<file path="config.mk">
export PLATFORM = sky130hd
export DESIGN_NAME = top_k_min_heap_selector_flat
export DESIGN_NICKNAME = d
export VERILOG_FILES = /design/src/sv/tkh_pkg.sv /design/src/sv/tkh_ifs.sv /design/src/sv/tkh_store.sv /design/src/sv/tkh_sift_cmp.sv /design/src/sv/top_k_min_heap_selector.sv /design/src/flat_wrapper.sv
export SDC_FILE = /design/constraint.sdc
export NUM_CORES = 2
export LEC_CHECK = 0
export BUFFER_PORTS_ARGS = -buffer_cell sky130_fd_sc_hd__buf_2
export CAP_MARGIN = 20
export CORE_UTILIZATION = 40
export CTS_CLUSTER_SIZE = 28
export DETAILED_ROUTE_END_ITERATION = 8
export GPL_TIMING_DRIVEN = 0
export SYNTH_ARGS = -nofsm -noshare
export SYNTH_HDL_FRONTEND = slang
export SYNTH_SLANG_ARGS = --single-unit
</file>
<file path="constraint.sdc">
create_clock -name clk -period 48.8 [get_ports clk]
set_input_delay 7.32 -clock clk [delete_from_list [all_inputs] [get_ports clk]]
set_output_delay 7.32 -clock clk [all_outputs]
set_load 0.03 [all_outputs]
</file>
<file path="src/sv/tkh_pkg.sv">
// ----------------------------------------------------------------------------
// tkh_pkg
// Shared constants, item types and codes of the top-k minimum heap selector.
// ----------------------------------------------------------------------------
package tkh_pkg;

  localparam int MAX_ENTRIES = 16;
  localparam int IDX_W       = $clog2(MAX_ENTRIES);
  localparam int K_W         = $clog2(MAX_ENTRIES + 1);
  localparam int CH_W        = IDX_W + 2;
  localparam int CFG_W       = 5;

  localparam logic [CFG_W-1:0] K_RESET     = 5'd10;
  localparam logic [31:0]      EMPTY_SCORE = 32'hFFFF_FFFF;

  localparam logic [1:0] MODE_INSERT = 2'd0;
  localparam logic [1:0] MODE_CLEAR  = 2'd1;
  localparam logic [1:0] MODE_DUMP   = 2'd2;

  typedef struct packed {
    logic [31:0] score;
    logic [63:0] head;
    logic [31:0] tail;
  } entry_t;

  typedef struct packed {
    logic [1:0]  mode;
    logic [63:0] id_head;
    logic [31:0] id_tail;
    logic [31:0] score;
  } in_item_t;

  typedef struct packed {
    logic [31:0] value;
    logic [63:0] entry_head;
    logic [31:0] entry_tail;
    logic        accepted;
    logic        last;
  } out_item_t;

  // decision of the child compare unit for one heap level
  typedef struct packed {
    logic move;
    logic take_right;
  } cmp_sel_t;

endpackage

</file>
<file path="src/sv/tkh_ifs.sv">
// ----------------------------------------------------------------------------
// tkh channel interfaces
// Valid/ready channels for candidate items, result items and the K register.
// ----------------------------------------------------------------------------
interface tkh_in_if;
  import tkh_pkg::*;
  logic     valid;
  logic     ready;
  in_item_t item;
  modport source (output valid, output item, input ready);
  modport sink (input valid, input item, output ready);
endinterface

interface tkh_out_if;
  import tkh_pkg::*;
  logic      valid;
  logic      ready;
  out_item_t item;
  modport source (output valid, output item, input ready);
  modport sink (input valid, input item, output ready);
endinterface

interface tkh_cfg_if;
  import tkh_pkg::*;
  logic             valid;
  logic             ready;
  logic [CFG_W-1:0] data;
  modport source (output valid, output data, input ready);
  modport sink (input valid, input data, output ready);
endinterface

</file>
<file path="src/sv/tkh_store.sv">
// ----------------------------------------------------------------------------
// tkh_store
// Heap entry memory: one write port, two registered read ports, valid bits
// so that a cleared or never written entry reads as the empty entry.
// ----------------------------------------------------------------------------
module tkh_store (
  input  logic                      clk,
  input  logic                      rst,
  input  logic                      clr,
  input  logic                      we,
  input  logic [tkh_pkg::IDX_W-1:0] waddr,
  input  tkh_pkg::entry_t           wdata,
  input  logic [tkh_pkg::IDX_W-1:0] raddr_a,
  input  logic [tkh_pkg::IDX_W-1:0] raddr_b,
  output tkh_pkg::entry_t           rdata_a,
  output tkh_pkg::entry_t           rdata_b
);
  import tkh_pkg::*;

  localparam entry_t EMPTY_ENTRY = '{score: EMPTY_SCORE, head: 64'd0, tail: 32'd0};

  entry_t                 mem [MAX_ENTRIES];
  logic [MAX_ENTRIES-1:0] valid;

  always_ff @(posedge clk) begin
    if (we) begin
      mem[waddr] <= wdata;
    end
  end

  always_ff @(posedge clk) begin
    if (rst || clr) begin
      valid <= '0;
    end else if (we) begin
      valid[waddr] <= 1'b1;
    end
  end

  always_ff @(posedge clk) begin
    rdata_a <= valid[raddr_a] ? mem[raddr_a] : EMPTY_ENTRY;
    rdata_b <= valid[raddr_b] ? mem[raddr_b] : EMPTY_ENTRY;
  end

endmodule

</file>
<file path="src/sv/tkh_sift_cmp.sv">
// ----------------------------------------------------------------------------
// tkh_sift_cmp
// Child compare unit of the sift-down: picks the larger in-range child,
// left on ties, and moves only when it is strictly above the moving score.
// ----------------------------------------------------------------------------
module tkh_sift_cmp (
  input  logic [31:0]       cand_score,
  input  logic [31:0]       left_score,
  input  logic [31:0]       right_score,
  input  logic              left_ok,
  input  logic              right_ok,
  output tkh_pkg::cmp_sel_t sel
);
  import tkh_pkg::*;

  logic        take_left;
  logic [31:0] big_score;

  always_comb begin
    take_left      = left_ok && (left_score > cand_score);
    big_score      = take_left ? left_score : cand_score;
    sel.take_right = right_ok && (right_score > big_score);
    sel.move       = take_left || sel.take_right;
  end

endmodule

</file>
<file path="src/sv/top_k_min_heap_selector.sv">
// ----------------------------------------------------------------------------
// top_k_min_heap_selector
// Keeps the K smallest scores seen with their 96-bit ids in a max-heap.
// ----------------------------------------------------------------------------
// cand carries one item: mode, id and score. An insert is taken only in
// idle; the root is read, then one heap level is compared per cycle by the
// shared child compare unit. A reject shows its result item after the
// accept and the root check; an accept after the accept, the root check
// and a compare per heap level visited, the last of which writes the
// candidate into its final slot. A registered memory read comes ahead of
// each compare. A dump gives K result items, each by a memory read and an
// output step, last set on the final one. A clear gives no result;
// mode 3 is dropped.
// res holds its item in an output register until it is taken; while the
// receiver stalls the block waits and cand stays not ready.
// cfg writes K (active_entries) at any time; it is always ready. A value of
// 0 acts as 1, above the heap depth as the depth.
// Reset empties the heap at once (all entries read as score all ones,
// id 0) and sets K to 10.
// ----------------------------------------------------------------------------
module top_k_min_heap_selector (
  input  logic  clk,
  input  logic  rst,
  tkh_in_if.sink    cand,
  tkh_out_if.source res,
  tkh_cfg_if.sink   cfg
);
  import tkh_pkg::*;

  localparam logic [2:0] S_IDLE  = 3'd0;
  localparam logic [2:0] S_ROOT  = 3'd1;
  localparam logic [2:0] S_CMP   = 3'd2;
  localparam logic [2:0] S_DREAD = 3'd3;
  localparam logic [2:0] S_OUT   = 3'd4;

  logic [2:0]       state, state_next;
  logic [CFG_W-1:0] active_entries;
  logic [K_W-1:0]   k;
  entry_t           cand_entry;
  logic [IDX_W-1:0] pos, pos_next;
  logic [IDX_W-1:0] jcnt, jcnt_next;
  logic             dumping, dumping_next;
  out_item_t        out_item, out_item_next;
  logic             out_valid, out_valid_next;

  logic             st_clr, st_we;
  logic [IDX_W-1:0] waddr, raddr_a, raddr_b;
  entry_t           wdata, rdata_a, rdata_b;
  cmp_sel_t         sel;

  logic [CH_W-1:0]  left_idx, right_idx, child_idx, cl_idx;
  logic             accept_in;

  assign cfg.ready = 1'b1;
  assign cand.ready = (state == S_IDLE);
  assign accept_in  = cand.valid && cand.ready;
  assign res.valid  = out_valid;
  assign res.item   = out_item;

  always_ff @(posedge clk) begin
    if (rst) begin
      active_entries <= K_RESET;
    end else if (cfg.valid) begin
      active_entries <= cfg.data;
    end
  end

  always_comb begin
    if (active_entries == '0) begin
      k = K_W'(1);
    end else if (int'(active_entries) > MAX_ENTRIES) begin
      k = K_W'(MAX_ENTRIES);
    end else begin
      k = K_W'(active_entries);
    end
  end

  // children of the current slot and of the slot moved into
  always_comb begin
    left_idx  = {1'b0, pos, 1'b1};
    right_idx = left_idx + CH_W'(1);
    child_idx = sel.take_right ? right_idx : left_idx;
    cl_idx    = {child_idx[IDX_W:0], 1'b1};
  end

  tkh_sift_cmp u_cmp (
    .cand_score  (cand_entry.score),
    .left_score  (rdata_a.score),
    .right_score (rdata_b.score),
    .left_ok     (left_idx < CH_W'(k)),
    .right_ok    (right_idx < CH_W'(k)),
    .sel         (sel)
  );

  tkh_store u_store (
    .clk     (clk),
    .rst     (rst),
    .clr     (st_clr),
    .we      (st_we),
    .waddr   (waddr),
    .wdata   (wdata),
    .raddr_a (raddr_a),
    .raddr_b (raddr_b),
    .rdata_a (rdata_a),
    .rdata_b (rdata_b)
  );

  always_comb begin
    state_next     = state;
    pos_next       = pos;
    jcnt_next      = jcnt;
    dumping_next   = dumping;
    out_item_next  = out_item;
    out_valid_next = out_valid;
    st_clr         = 1'b0;
    st_we          = 1'b0;
    waddr          = pos;
    wdata          = cand_entry;
    raddr_a        = '0;
    raddr_b        = '0;
    case (state)
      S_IDLE: begin
        if (accept_in) begin
          case (cand.item.mode)
            MODE_INSERT: begin
              state_next = S_ROOT;
            end
            MODE_CLEAR: begin
              st_clr = 1'b1;
            end
            MODE_DUMP: begin
              jcnt_next    = '0;
              dumping_next = 1'b1;
              state_next   = S_DREAD;
            end
            default: begin
            end
          endcase
        end
      end
      S_ROOT: begin
        if (rdata_a.score < cand_entry.score) begin
          out_item_next  = '{value: rdata_a.score, entry_head: 64'd0,
                            entry_tail: 32'd0, accepted: 1'b0, last: 1'b1};
          out_valid_next = 1'b1;
          dumping_next   = 1'b0;
          state_next     = S_OUT;
        end else begin
          pos_next   = '0;
          raddr_a    = IDX_W'(1);
          raddr_b    = IDX_W'(2);
          state_next = S_CMP;
        end
      end
      S_CMP: begin
        st_we = 1'b1;
        if (sel.move) begin
          // child moves up into this slot, candidate goes one level down
          wdata      = sel.take_right ? rdata_b : rdata_a;
          pos_next   = child_idx[IDX_W-1:0];
          raddr_a    = cl_idx[IDX_W-1:0];
          raddr_b    = cl_idx[IDX_W-1:0] + IDX_W'(1);
        end else begin
          out_item_next  = '{value: cand_entry.score, entry_head: 64'd0,
                            entry_tail: 32'd0, accepted: 1'b1, last: 1'b1};
          out_valid_next = 1'b1;
          dumping_next   = 1'b0;
          state_next     = S_OUT;
        end
      end
      S_DREAD: begin
        out_item_next  = '{value: rdata_a.score, entry_head: rdata_a.head,
                          entry_tail: rdata_a.tail, accepted: 1'b0,
                          last: (K_W'(jcnt) + K_W'(1)) == k};
        out_valid_next = 1'b1;
        state_next     = S_OUT;
      end
      S_OUT: begin
        raddr_a = jcnt + IDX_W'(1);
        if (res.ready) begin
          out_valid_next = 1'b0;
          if (dumping && !out_item.last) begin
            jcnt_next  = jcnt + IDX_W'(1);
            state_next = S_DREAD;
          end else begin
            dumping_next = 1'b0;
            state_next   = S_IDLE;
          end
        end
      end
      default: begin
        state_next = S_IDLE;
      end
    endcase
  end

  always_ff @(posedge clk) begin
    if (rst) begin
      state     <= S_IDLE;
      out_valid <= 1'b0;
      dumping   <= 1'b0;
    end else begin
      state     <= state_next;
      out_valid <= out_valid_next;
      dumping   <= dumping_next;
    end
  end

  always_ff @(posedge clk) begin
    pos      <= pos_next;
    jcnt     <= jcnt_next;
    out_item <= out_item_next;
    if (accept_in) begin
      cand_entry <= '{score: cand.item.score, head: cand.item.id_head,
                      tail: cand.item.id_tail};
    end
  end

  a_valid_in_out: assert property (@(posedge clk) disable iff (rst)
    out_valid |-> (state == S_OUT))
    else $error("result item shown outside output state");

  a_pos_in_range: assert property (@(posedge clk) disable iff (rst)
    (state == S_CMP) |-> (K_W'(pos) < k))
    else $error("sift position beyond active entries");

  a_accept_value: assert property (@(posedge clk) disable iff (rst)
    (out_valid && out_item.accepted) |-> (out_item.value == cand_entry.score))
    else $error("accepted insert does not return candidate score");

  a_last_idle: assert property (@(posedge clk) disable iff (rst)
    (res.valid && res.ready && out_item.last) |=> (state == S_IDLE))
    else $error("block not idle after final result item");

endmodule
</file>
<file path="src/flat_wrapper.sv">
// flat-port wrapper written by rule: the top's interface ports become plain ports
module top_k_min_heap_selector_flat import tkh_pkg::*;
  (clk, rst, cand_valid, cand_item, cand_ready, res_valid, res_item, res_ready, cfg_valid, cfg_data, cfg_ready);
  tkh_in_if cand_i ();
  tkh_out_if res_i ();
  tkh_cfg_if cfg_i ();
  input  logic clk;
  input  logic rst;
  input wire logic [$bits(cand_i.valid)-1:0] cand_valid;
  input wire logic [$bits(cand_i.item)-1:0] cand_item;
  output wire logic [$bits(cand_i.ready)-1:0] cand_ready;
  output wire logic [$bits(res_i.valid)-1:0] res_valid;
  output wire logic [$bits(res_i.item)-1:0] res_item;
  input wire logic [$bits(res_i.ready)-1:0] res_ready;
  input wire logic [$bits(cfg_i.valid)-1:0] cfg_valid;
  input wire logic [$bits(cfg_i.data)-1:0] cfg_data;
  output wire logic [$bits(cfg_i.ready)-1:0] cfg_ready;
  assign cand_i.valid = cand_valid;
  assign cand_i.item = cand_item;
  assign cand_ready = cand_i.ready;
  assign res_valid = res_i.valid;
  assign res_item = res_i.item;
  assign res_i.ready = res_ready;
  assign cfg_i.valid = cfg_valid;
  assign cfg_i.data = cfg_data;
  assign cfg_ready = cfg_i.ready;
  top_k_min_heap_selector u_core (.clk(clk), .rst(rst), .cand(cand_i), .res(res_i), .cfg(cfg_i));
endmodule
</file>
==> results.yml <==
timing:
  slew_viol_final: 0
  period_minus_slack_ns: 9.495
  timing.final.hold_violations: 0
  timing.final.crit_share_pct: 19.46
  worstMarginPinSlew_ns: 1.177
  rsz0062_at_grt: "no"
  max_slew_margin_pct: 21.55
  max_freq_mhz: 105.3
  fin_skew_ns: 0.04856
  hold-worst-slack_ns: 0.4659
  fin_setup_tns_ns: 0
  setup_viol: 0
power_and_ir_drop:
  leakage_nw: 41.14
  vdd_drop_max_mv: 0.02798
  power.density_mw_per_mm2: 43.79
clocking:
  postCtsSetupBuffers: 0
  cts.reportedPaths.clkPinSlew_ns: 0.06
  tritoncts: "built"
  cts_made_buffers: 280
  clock-sinks: 2596
  htreeDepth: 5
  cts-root-buf: "clkbuf_16"
  clockBufferDepth: 4
  clock_latency_ns: 0.88
  holdBufCountCts: 0
  cts_resized: 0
final_layout:
  fillCellCount: 23050
  drive_gt1_share_pct: 17.25
  finalInstanceArea_mm2: 0.1255
  num-nets-final: 8183
  area_growth_pct: 16.80
  multi_input_area_mm2: 0.02994
  seqCellArea_mm2: 0.07513
yosys:
  synth_area_mm2: 0.1074
  avgSynthCellArea_um2: 14.93
  ys_types: 70
  synth-edff-count: 2314
  synth_ff_type: "edfxtp_1"
  synth_warnings: 0
  synth-seq-area-share_pct: 69.93
  synth_seq_cells: 2596
  async_reset_ff_share_pct: 0
  syn_inst: 7198
  synth_fp_nets: 7415
worst_setup_path:
  cp_data_arrival_time_ns: 2.18
  slowest_delay_ns: 0.43
  end_kind: "primary output"
  cpMostUsedCell: "nor2_1"
  required_ns: 41.48
  rr_endpoint: "u_core.res.item[11]$_DFFE_PP_"
  start_kind: "flip-flop"
  reg2reg_depth: 29
  setup.worst_path.class: "flip-flop to primary output"
  crit_path_top_delay_cell: "nor2_1"
  worstPathMaxFanout: 7
  rr_startpoint: "u_core.u_store.rdata_a[127]$_SDFF_PN1_"
  reg2reg_slack_ns: 40.11
  cp_cell_sequence: "nor2_1 -> inv_1 -> nor2_1 -> buf_2"
place:
  place_congestion: 0.8674
  dp_hpwl_um: 257100
  portBuffers: 270
  placed_cell_area_mm2: 0.1166
die:
  rows: 189
  fp.dieW_um: 520.3
  start_util_pct: 40.39
  core_mm2: 0.2660
  die_area_mm2: 0.2707
  die_h_um: 520.3
  pin_count: 273
detailed_routing:
  drt_pass1_iterations: 5
  vias: 71160
  routed_via_density: 6.070
  routed_wl_um: 377500
  ant_nets: 0
  initialDrtViolationCount: 10860
  wire_per_inst_um: 32.20
  drcViolationCount: 0
global_route:
  grt_pass1_wl_um: 523500
  grt_pass1_vias: 69890
  antenna_found_initial: 28
  grtUsageTotal_pct: 27.30
  grt_start_max_net_pins: 24
  overflow: 0
run:
  drv_cap: 0
status:
  outcome: "finished, final reports clean"
hold_path:
  hp-class: "flip-flop to flip-flop"
  worstHoldStart: "u_core.u_store.valid[11]$_SDFFE_PP0P_"
  hold-path-cell-count: 1
  min_to: "u_core.u_store.valid[11]$_SDFFE_PP0P_"
per-layer routing:
layer  part of all wire (%)  global-route usage [%]  wire length (um)
met5                  0.020                       0                77
met4                    4.2                   10.80             15780
met3                     13                   7.464             47220
met2                     44                   41.49            167800
met1                     39                   37.11            146600
metrics by stage:
stage               setup slack, ns  utilization, %  instances  power, mW
global route                  39.14           47.17      11720      5.622
detailed placement            38.85           43.82      11210      3.430
floorplan                     29.86               -       7198      3.074
global placement              19.99           42.55      11000      3.426
finish                        39.30           47.17      11720      5.496
CTS                           39.24           47.14      11710      5.483
worst max-delay path by stage:
stage,from,to,slack [ns],cells past startpoint
after floorplan,cand_valid,u_core.u_store.valid[10]$_SDFFE_PP0P_,29.86,4
after global placement,u_core.cand_entry[127]$_DFFE_PP_,u_core.res.item[11]$_DFFE_PP_,19.99,18
after detailed placement,cand_valid,u_core.cand_entry[7]$_DFFE_PP_,38.85,10
after CTS,u_core.state[0]$_SDFFE_PP0P_,cand_ready,39.24,4
after global routing,u_core.state[0]$_SDFFE_PP0P_,cand_ready,39.14,4
final,u_core.state[0]$_SDFFE_PP0P_,cand_ready,39.30,4
kinds of logic (layout without fill, tap and decap cells):
family	Yosys count	in the layout	synth area share (%)
AOI/OAI and AO/OA	950	950	6.186
xor gates and xnor gates	10	10	0.08152
adders and majority gates	77	77	0.8967
buffers and inverters	540	1527	2.330
DFF	2596	2596	69.93
muxes	973	973	12.48
other	1	6	0.003490
and+or+nand+nor	2051	2051	8.088
sequential cells by signal (all words and copies together), names as in the netlist, 3 cells and up:
register,count
u_core.res.item,130
u_core.u_store.valid,16
u_core.pos,4
u_core.cand_entry,128
u_core.state,3
u_core.jcnt,4
u_core.u_store.rdata_a,128
u_core.active_entries,5
u_core.u_store.rdata_b,128
u_core.u_store.mem,2048
synth_stat cells (3+ instances only):
cell | instances | share of area [%]
a211o_1 | 3 | 0.024
a211oi_1 | 100 | 0.70
a21o_1 | 3 | 0.021
a21oi_1 | 254 | 1.2
a221oi_1 | 107 | 0.87
a22oi_1 | 133 | 0.93
a311o_1 | 7 | 0.065
a31oi_1 | 121 | 0.70
a32oi_1 | 107 | 0.87
and2_1 | 98 | 0.57
buf_1 | 46 | 0.16
buf_2 | 96 | 0.45
buf_4 | 69 | 0.48
buf_6 | 13 | 0.14
clkbuf_1 | 272 | 0.95
dfxtp_1 | 282 | 5.3
edfxtp_1 | 2314 | 65
ha_1 | 77 | 0.90
inv_1 | 44 | 0.15
mux2_2 | 5 | 0.052
mux2i_1 | 674 | 6.3
mux4_2 | 293 | 6.1
nand2_1 | 1363 | 4.8
nand2b_1 | 4 | 0.023
nand3_1 | 271 | 1.3
nand4_1 | 33 | 0.19
nor2_1 | 145 | 0.51
nor2b_1 | 6 | 0.035
nor3_1 | 95 | 0.44
nor3_2 | 12 | 0.11
nor4_1 | 10 | 0.058
o2111ai_1 | 4 | 0.033
o211ai_1 | 21 | 0.15
o21a_1 | 20 | 0.14
o21ai_0 | 45 | 0.21
o41ai_1 | 3 | 0.024
xnor2_1 | 5 | 0.041
xor2_1 | 5 | 0.041
final cells by class:
class	count	area share [%]
Clock buffer	391	6.199
Sequential cell	2596	59.87
Buffer	496	1.869
Timing Repair Buffer	486	3.702
Inverter	44	0.1316
Tap cell	3533	3.523
Antenna cell	5	0.009970
Multi-Input combinational cell	4062	23.86
Clock inverter	110	0.8355
cell usage in the layout (no fill, tap or decap), types with 107 or more instances in the layout:
master	count
edfxtp_1	2314
nand2_1	1363
mux2i_1	674
buf_2	367
clkbuf_1	346
mux4_2	293
clkbuf_16	284
dfxtp_1	282
nand3_1	271
a21oi_1	253
a22oi_1	133
nor2_1	132
a31oi_1	121
a221oi_1	107
a32oi_1	107
critical path: cells and delay by family, from the launching register on:
family        cells  cell delay, ns
flops             1            0.39
buf+inv           2            0.39
simple gates      2            0.55
report_power, final:
part           switching (mW)  leakage (nW)  total [mW]  internal [mW]
registers              0.0372          23.2        2.57           2.54
logic                   0.605          13.6       0.835          0.230
clock network           0.893          4.32        2.09           1.19
Power figures use the tool's default switching activity.
